<file path="config.mk">
export PLATFORM = sky130hd
export DESIGN_NAME = framed_joystick_command_parser_flat
export DESIGN_NICKNAME = d
export VERILOG_FILES = /design/src/rtl/fjcp_pkg.sv /design/src/rtl/fjcp_if.sv /design/src/rtl/framed_joystick_command_parser.sv /design/src/rtl/fjcp_core.sv /design/src/rtl/fjcp_out_reg.sv /design/src/flat_wrapper.sv
export SDC_FILE = /design/constraint.sdc
export NUM_CORES = 1
export LEC_CHECK = 0
export BUFFER_PORTS_ARGS = -buffer_cell sky130_fd_sc_hd__buf_4
export CELL_PAD_IN_SITES_DETAIL_PLACEMENT = 1
export CELL_PAD_IN_SITES_GLOBAL_PLACEMENT = 1
export CORE_ASPECT_RATIO = 1.25
export CORE_UTILIZATION = 47
export DETAILED_ROUTE_END_ITERATION = 10
export GPL_ROUTABILITY_DRIVEN = 0
export GPL_TIMING_DRIVEN = 0
export PLACE_DENSITY_LB_ADDON = 0.1
export RECOVER_POWER = 100
export SYNTH_ARGS = -nofsm -noshare
export SYNTH_HDL_FRONTEND = slang
export SYNTH_SLANG_ARGS = --single-unit
</file>
<file path="constraint.sdc">
create_clock -name clk -period 4.53 [get_ports clk]
set_input_delay 1.1325 -clock clk [delete_from_list [all_inputs] [get_ports clk]]
set_output_delay 1.1325 -clock clk [all_outputs]
set_load 0.03 [all_outputs]
</file>
<file path="src/rtl/fjcp_pkg.sv">
// Shared types and constants of the framed joystick command parser.
package fjcp_pkg;

  // Framing bytes
  localparam logic [7:0] START_BYTE = 8'd2;
  localparam logic [7:0] END_BYTE   = 8'd3;

  // Digit decoding and validity limit
  localparam logic [15:0] DIGIT_BASE = 16'd48;
  localparam logic [7:0]  BAD_LIMIT  = 8'd80;

  // Frame lengths and accumulator split
  localparam logic [7:0] COORD_LEN = 8'd6;
  localparam logic [7:0] CMD_LEN   = 8'd1;
  localparam logic [7:0] AXIS_LEN  = 8'd3;

  // Coordinate window: acc - 200 within +/-100 means acc within 100..300
  localparam logic [15:0] COORD_BIAS = 16'd200;
  localparam logic [15:0] COORD_LO   = 16'd100;
  localparam logic [15:0] COORD_HI   = 16'd300;

  // Command check: acc + 48 > 64 means acc > 16
  localparam logic [15:0] CMD_MIN_ACC = 16'd16;
  localparam logic [7:0]  CMD_OFFSET  = 8'd48;

  // Result kinds
  localparam logic KIND_COORD = 1'b0;
  localparam logic KIND_CMD   = 1'b1;

  typedef struct packed {
    logic              result_kind;
    logic signed [7:0] coord_x;
    logic signed [7:0] coord_y;
    logic        [7:0] command;
  } fjcp_res_t;

endpackage

</file>
<file path="src/rtl/fjcp_if.sv">
// Valid/ready channel interfaces for received bytes and parser results.
interface fjcp_in_if;
  logic       valid;
  logic       ready;
  logic [7:0] rx_byte;

  modport source (output valid, output rx_byte, input ready);
  modport sink   (input valid, input rx_byte, output ready);
endinterface

interface fjcp_out_if;
  logic              valid;
  logic              ready;
  logic              result_kind;
  logic signed [7:0] coord_x;
  logic signed [7:0] coord_y;
  logic        [7:0] command;

  modport source (output valid, output result_kind, output coord_x, output coord_y,
                  output command, input ready);
  modport sink   (input valid, input result_kind, input coord_x, input coord_y,
                  input command, output ready);
endinterface

</file>
<file path="src/rtl/framed_joystick_command_parser.sv">
// A result word is offered from the result register after its end byte has
// left the input register. Throughput: one received byte per cycle while the
// output is taken; the 16-bit multiply-by-ten and add of the frame state sets
// the stage depth. A stalled output stops acceptance only once both the input
// and result registers are full. Reset (rst_n low, synchronous) closes any
// frame and clears flags, length, accumulators and both valid registers.
module framed_joystick_command_parser (
  input  logic       clk,
  input  logic       rst_n,
  fjcp_in_if.sink    in_ch,
  fjcp_out_if.source out_ch
);
  import fjcp_pkg::*;

  logic      space;
  logic      res_valid;
  fjcp_res_t res;
  fjcp_res_t out_res;
  logic      out_valid;
  logic      in_ready;

  // Frame state and evaluation
  fjcp_core u_core (
    .clk       (clk),
    .rst_n     (rst_n),
    .in_valid  (in_ch.valid),
    .in_ready  (in_ready),
    .in_byte   (in_ch.rx_byte),
    .space     (space),
    .res_valid (res_valid),
    .res       (res)
  );

  // Output register
  fjcp_out_reg u_out (
    .clk       (clk),
    .rst_n     (rst_n),
    .load      (res_valid),
    .load_res  (res),
    .space     (space),
    .out_valid (out_valid),
    .out_ready (out_ch.ready),
    .out_res   (out_res)
  );

  // Drive channel ports
  assign in_ch.ready        = in_ready;
  assign out_ch.valid       = out_valid;
  assign out_ch.result_kind = out_res.result_kind;
  assign out_ch.coord_x     = out_res.coord_x;
  assign out_ch.coord_y     = out_res.coord_y;
  assign out_ch.command     = out_res.command;

endmodule

</file>
<file path="src/rtl/fjcp_core.sv">
// Input register, frame state and single-pass evaluation of one received word.
module fjcp_core (
  input  logic                clk,
  input  logic                rst_n,
  input  logic                in_valid,
  output logic                in_ready,
  input  logic [7:0]          in_byte,
  input  logic                space,
  output logic                res_valid,
  output fjcp_pkg::fjcp_res_t res
);
  import fjcp_pkg::*;

  logic        full_r;
  logic [7:0]  byte_r;
  logic        recording_r, recording_nxt;
  logic        bad_r, bad_nxt;
  logic [7:0]  len_r, len_nxt;
  logic [15:0] acc_x_r, acc_x_nxt;
  logic [15:0] acc_y_r, acc_y_nxt;

  logic        advance;
  logic [15:0] digit;
  logic [15:0] acc_sel;
  logic [15:0] acc_step;
  logic        coord_ok;
  logic        cmd_ok;
  logic        emit;
  logic [15:0] x_diff;
  logic [15:0] y_diff;

  // Move the held word into evaluation whenever the result side has room
  assign advance  = full_r && space;
  assign in_ready = !full_r || advance;

  // Decimal digit step: acc*10 + (byte - 48), wrapping at 16 bits
  assign digit    = {8'd0, byte_r} - DIGIT_BASE;
  assign acc_sel  = (len_r < AXIS_LEN) ? acc_x_r : acc_y_r;
  assign acc_step = (acc_sel << 3) + (acc_sel << 1) + digit;

  // Evaluate the current frame contents
  assign x_diff   = acc_x_r - COORD_BIAS;
  assign y_diff   = acc_y_r - COORD_BIAS;
  assign coord_ok = (len_r == COORD_LEN) &&
                    (acc_x_r >= COORD_LO) && (acc_x_r <= COORD_HI) &&
                    (acc_y_r >= COORD_LO) && (acc_y_r <= COORD_HI);
  assign cmd_ok   = (len_r == CMD_LEN) && (acc_x_r > CMD_MIN_ACC);
  assign emit     = (byte_r == END_BYTE) && !bad_r && (coord_ok || cmd_ok);

  assign res_valid = advance && emit;

  // Build the result word
  always_comb begin
    res = '0;
    if (coord_ok) begin
      res.result_kind = KIND_COORD;
      res.coord_x     = x_diff[7:0];
      res.coord_y     = y_diff[7:0];
    end else begin
      res.result_kind = KIND_CMD;
      res.command     = acc_x_r[7:0] + CMD_OFFSET;
    end
  end

  // Next frame state
  always_comb begin
    recording_nxt = recording_r;
    bad_nxt       = bad_r;
    len_nxt       = len_r;
    acc_x_nxt     = acc_x_r;
    acc_y_nxt     = acc_y_r;
    if (byte_r == START_BYTE) begin
      recording_nxt = 1'b1;
      bad_nxt       = 1'b0;
      len_nxt       = '0;
      acc_x_nxt     = '0;
      acc_y_nxt     = '0;
    end else if (byte_r == END_BYTE) begin
      recording_nxt = 1'b0;
    end else if (recording_r) begin
      if (len_r < COORD_LEN) begin
        if (len_r < AXIS_LEN) begin
          acc_x_nxt = acc_step;
        end else begin
          acc_y_nxt = acc_step;
        end
        if (byte_r > BAD_LIMIT) begin
          bad_nxt = 1'b1;
        end
      end
      len_nxt = len_r + 8'd1;
    end
  end

  // Hold the input word and advance the frame state
  always_ff @(posedge clk) begin
    if (!rst_n) begin
      full_r      <= 1'b0;
      recording_r <= 1'b0;
      bad_r       <= 1'b0;
      len_r       <= '0;
      acc_x_r     <= '0;
      acc_y_r     <= '0;
    end else begin
      if (in_ready) begin
        full_r <= in_valid;
      end
      if (advance) begin
        recording_r <= recording_nxt;
        bad_r       <= bad_nxt;
        len_r       <= len_nxt;
        acc_x_r     <= acc_x_nxt;
        acc_y_r     <= acc_y_nxt;
      end
    end
  end

  // Capture the accepted word
  always_ff @(posedge clk) begin
    if (in_valid && in_ready) begin
      byte_r <= in_byte;
    end
  end

endmodule

</file>
<file path="src/rtl/fjcp_out_reg.sv">
// Result register toward the output channel.
module fjcp_out_reg (
  input  logic                clk,
  input  logic                rst_n,
  input  logic                load,
  input  fjcp_pkg::fjcp_res_t load_res,
  output logic                space,
  output logic                out_valid,
  input  logic                out_ready,
  output fjcp_pkg::fjcp_res_t out_res
);
  import fjcp_pkg::*;

  logic      valid_r;
  fjcp_res_t res_r;

  // Room when empty or when the held word leaves this cycle
  assign space     = !valid_r || out_ready;
  assign out_valid = valid_r;
  assign out_res   = res_r;

  // Hold the result until taken
  always_ff @(posedge clk) begin
    if (!rst_n) begin
      valid_r <= 1'b0;
    end else if (load) begin
      valid_r <= 1'b1;
    end else if (out_ready) begin
      valid_r <= 1'b0;
    end
  end

  // Load result payload
  always_ff @(posedge clk) begin
    if (load) begin
      res_r <= load_res;
    end
  end

endmodule

</file>
<file path="src/flat_wrapper.sv">
// flat-port wrapper written by rule: the top's interface ports become plain ports
module framed_joystick_command_parser_flat import fjcp_pkg::*;
  (clk, rst_n, in_ch_valid, in_ch_rx_byte, in_ch_ready, out_ch_valid, out_ch_result_kind, out_ch_coord_x, out_ch_coord_y, out_ch_command, out_ch_ready);
  fjcp_in_if in_ch_i ();
  fjcp_out_if out_ch_i ();
  input  logic clk;
  input  logic rst_n;
  input wire logic [$bits(in_ch_i.valid)-1:0] in_ch_valid;
  input wire logic [$bits(in_ch_i.rx_byte)-1:0] in_ch_rx_byte;
  output wire logic [$bits(in_ch_i.ready)-1:0] in_ch_ready;
  output wire logic [$bits(out_ch_i.valid)-1:0] out_ch_valid;
  output wire logic [$bits(out_ch_i.result_kind)-1:0] out_ch_result_kind;
  output wire logic [$bits(out_ch_i.coord_x)-1:0] out_ch_coord_x;
  output wire logic [$bits(out_ch_i.coord_y)-1:0] out_ch_coord_y;
  output wire logic [$bits(out_ch_i.command)-1:0] out_ch_command;
  input wire logic [$bits(out_ch_i.ready)-1:0] out_ch_ready;
  assign in_ch_i.valid = in_ch_valid;
  assign in_ch_i.rx_byte = in_ch_rx_byte;
  assign in_ch_ready = in_ch_i.ready;
  assign out_ch_valid = out_ch_i.valid;
  assign out_ch_result_kind = out_ch_i.result_kind;
  assign out_ch_coord_x = out_ch_i.coord_x;
  assign out_ch_coord_y = out_ch_i.coord_y;
  assign out_ch_command = out_ch_i.command;
  assign out_ch_i.ready = out_ch_ready;
  framed_joystick_command_parser u_core (.clk(clk), .rst_n(rst_n), .in_ch(in_ch_i), .out_ch(out_ch_i));
endmodule
</file>
==> reports/results.ini <==
[synthesis]
yosysSeqAreaShare=0.409
synthArstFlopShare=0
ys_warn_count=0
postSynthNetCount=517
synthCells=464
avgSynthCellArea_um2=9.87
syn_area_um2=4580
synth-main-ff-cell=dfxtp_1
synth_edf_count=33
ys_types=56
ys_seq_elements=77

[power]
power_leakage_nw=1.99
p_sw_frac=0.233
power_frac_clock=0.460
p_int_mw=1.19
total_power_mw=1.55
ir_worst_vdd_v=0.000193
p_sw_mw=0.362
p_per_area_nw_per_um2=300
power_frac_comb=0.067
p_seq_frac=0.472

[clock_network]
post_cts_buffers=0
cts.sinks=77
worst_skew_pair.late_latency_ns=0.34
post_cts_resized=1
clk_pin_slew_ns=0.06
cts.htree.levels=3
cts_made_buffers=9
root_buffer=clkbuf_16
clockBufferDepth=2
hold_buffers=0
cts_tree=built

[drt]
detail-route-antenna-nets=0
routed_wl_mm=11.9
wl_per_cell_um=18.6
drtIter0Drc=104
dr_wl_met3_um=432
wl_met2_mm=6.34
vias=3632
drt-met1-wl_mm=4.69
drc=0
highest_layer=met4
vias_per_cell=5.66
first_pass_iters=4

[outcome]
status=finished, violations left
violations=capacitance limit, slew limit

[setup_path]
critPathBufInv=3
crit_slowest_cell=fa_1
criticalPathCategory=reg -> reg
rr_worst_depth=15
required_ns=4.76
reg2reg_from=u_core.u_core.len_r[0]
cp.depth=15
cp_common_cell=ha_1
worstPathArrival_ns=4.41
cp_max_fo=10
r2r_setup_slack_ns=0.36
reg2reg_to=u_core.u_core.acc_x_r[13]
start_kind=register
worstPathCellList=ha_1, nor2_1, nand3b_1, buf_2, clkbuf_2, mux2i_1, fa_1, inv_1, ha_1, a21oi_1, o221ai_1, a31oi_1, o31ai_1, xor2_1, a32o_1
slowest_delay_ns=0.47
cp_top_family=compound AO/OA/AOI/OAI gates
end_kind=register

[min_path]
holdPathStages=2
hp-start=u_core.u_core.acc_y_r[15]
min_to=u_core.u_core.acc_y_r[15]
min_path_type=reg -> reg

[timing]
finalHoldViolCount=0
slew_viol_final=10
relSlewSlack=-0.149
hold_ws_ns=0.448
max_freq_ghz=0.240
fin_worst_skew_ns=0.00615
setup_slack_ns=0.357
timing.final.crit_share=0.921
setup_viol=0
layout_min_cycle_time_ns=4.17
rsz0062_at_grt=no
tightestPinTransition_ns=1.70

[layout]
layout_commonest_cell=nor2_1
drive_gt1_frac=0.0848
multi_input_area_um2=2470
seq_area_um2=1870
area_growth_pct=12.8
n_antenna_cell=0
fillers=1079
fin_area_um2=5170
layout.nets=567
final_cell_mix=nor2_1, nand2_1, dfxtp_1, clkbuf_1, edfxtp_1

[placed_design]
portBuffers=38
post_dp_cell_area_um2=5030
dpl_worst_slack_ns=-0.121
hpwl_mm=9.10

[die]
die_w_um=90.3
ios=39
num_rows=39
initial_core_util=0.491
die_y_um=112
die_area_um2=10100
core-area_um2=9320

[global_route]
grt_antenna_before_repair=0
grt_first_pass_wirelength_mm=19.7
grt-ovfl-total=0
grt_pass1_vias=3902
grtUsageTotal=0.253
grt_max_degree=17

[flow_run]
max_cap_violations=2

## registers in the layout, indices dropped and copies added, names as in the netlist
register and count:
u_core.u_core.acc_y_r 16, u_core.u_core.recording_r 1, u_core.u_core.acc_x_r 16, u_core.u_core.byte_r 8
u_core.u_out.out_valid 1, u_core.u_core.len_r 8, u_core.u_core.bad_r 1, u_core.u_out.out_res 25
u_core.u_core.full_r 1
## cells by family (layout without fill, tap and decap cells)
logic type                 count (synthesis)  after routing  synth area share
and+or+nand+nor                          161            161             0.178
AOI/OAI and AO/OA                         90             90             0.145
DFF                                       77             77             0.409
buffers and inverters                     48            103            0.0426
adders and majority gates                 41             41             0.130
xor gates and xnor gates                  32             32            0.0612
muxes                                     15             15            0.0341
## worst register-to-register path, stage by stage, from the launching register on
cell      delay, ns
dfxtp_1        0.41
ha_1           0.25
nor2_1         0.09
nand3b_1       0.10
buf_2          0.30
clkbuf_2       0.35
mux2i_1        0.40
fa_1           0.47
inv_1          0.07
ha_1           0.30
a21oi_1        0.21
o221ai_1       0.14
a31oi_1        0.35
o31ai_1        0.14
xor2_1         0.20
a32o_1         0.29
## synth_stat cells, types with 5 or more instances
cell / count / area [µm²]
and2_1: 11 / 68.8
inv_1: 29 / 109
a32o_1: 6 / 60.1
nor2_1: 50 / 188
clkbuf_1: 9 / 33.8
edfxtp_1: 33 / 991
buf_2: 6 / 30.0
xnor2_1: 15 / 131
nand3_1: 16 / 80.1
dfxtp_1: 44 / 881
mux2i_1: 10 / 100
a21boi_0: 17 / 128
ha_1: 30 / 375
nand4_1: 6 / 37.5
o31ai_1: 5 / 37.5
and3_1: 5 / 31.3
fa_1: 11 / 220
nand2_1: 45 / 169
mux2_2: 5 / 56.3
a21oi_1: 9 / 45.0
a21o_1: 7 / 52.6
xor2_1: 17 / 149
o21ai_0: 20 / 100
## routing by layer
layer,vias to the layer above,GRT usage
li1,1743,-
met1,1792,0.269
met2,70,0.473
met3,27,0.0467
met4,0,0.130
met5,-,0
## worst max-delay path by stage
stage	to	slack, ns	from
after floorplan	u_core.u_core.acc_x_r[14]	0.76	u_core.u_core.len_r[0]
after detailed placement	u_core.u_core.acc_x_r[12]	-0.12	u_core.u_core.len_r[0]
after global routing	u_core.u_core.acc_x_r[12]	0.09	u_core.u_core.len_r[1]
after CTS	u_core.u_core.acc_x_r[12]	0.02	u_core.u_core.len_r[0]
final	u_core.u_core.acc_x_r[13]	0.36	u_core.u_core.len_r[0]
after global placement	u_core.u_core.acc_x_r[12]	-0.07	u_core.u_core.len_r[0]
## power groups by stage
stage                     clock network (mW)  logic (mW)  registers, mW
after floorplan                            0      0.0718          0.745
after global placement                     0       0.100          0.747
after detailed placement                   0       0.105          0.748
after CTS                              0.724       0.107          0.732
after global routing                   0.749       0.116          0.733
final                                  0.714       0.105          0.732
## area by class of cell
type                       count  share of cell area
timing repair buffer          39              0.0366
sequential                    77               0.362
buffer                        18              0.0150
tap                          123              0.0298
multi-input combinational    339               0.478
clock buffer                   9              0.0436
clock inverter                 7              0.0126
inverter                      30              0.0218
## stage by stage
stage          cells   util  setup TNS (ns)
4_1_cts          642  0.571               0
6_report         642  0.554               0
3_5_place_dp     626  0.540          -0.445
5_1_grt          642  0.554               0
2_1_floorplan    464      -               0
3_3_place_gp     625  0.539          -0.262
Power figures use the tool's default switching activity.
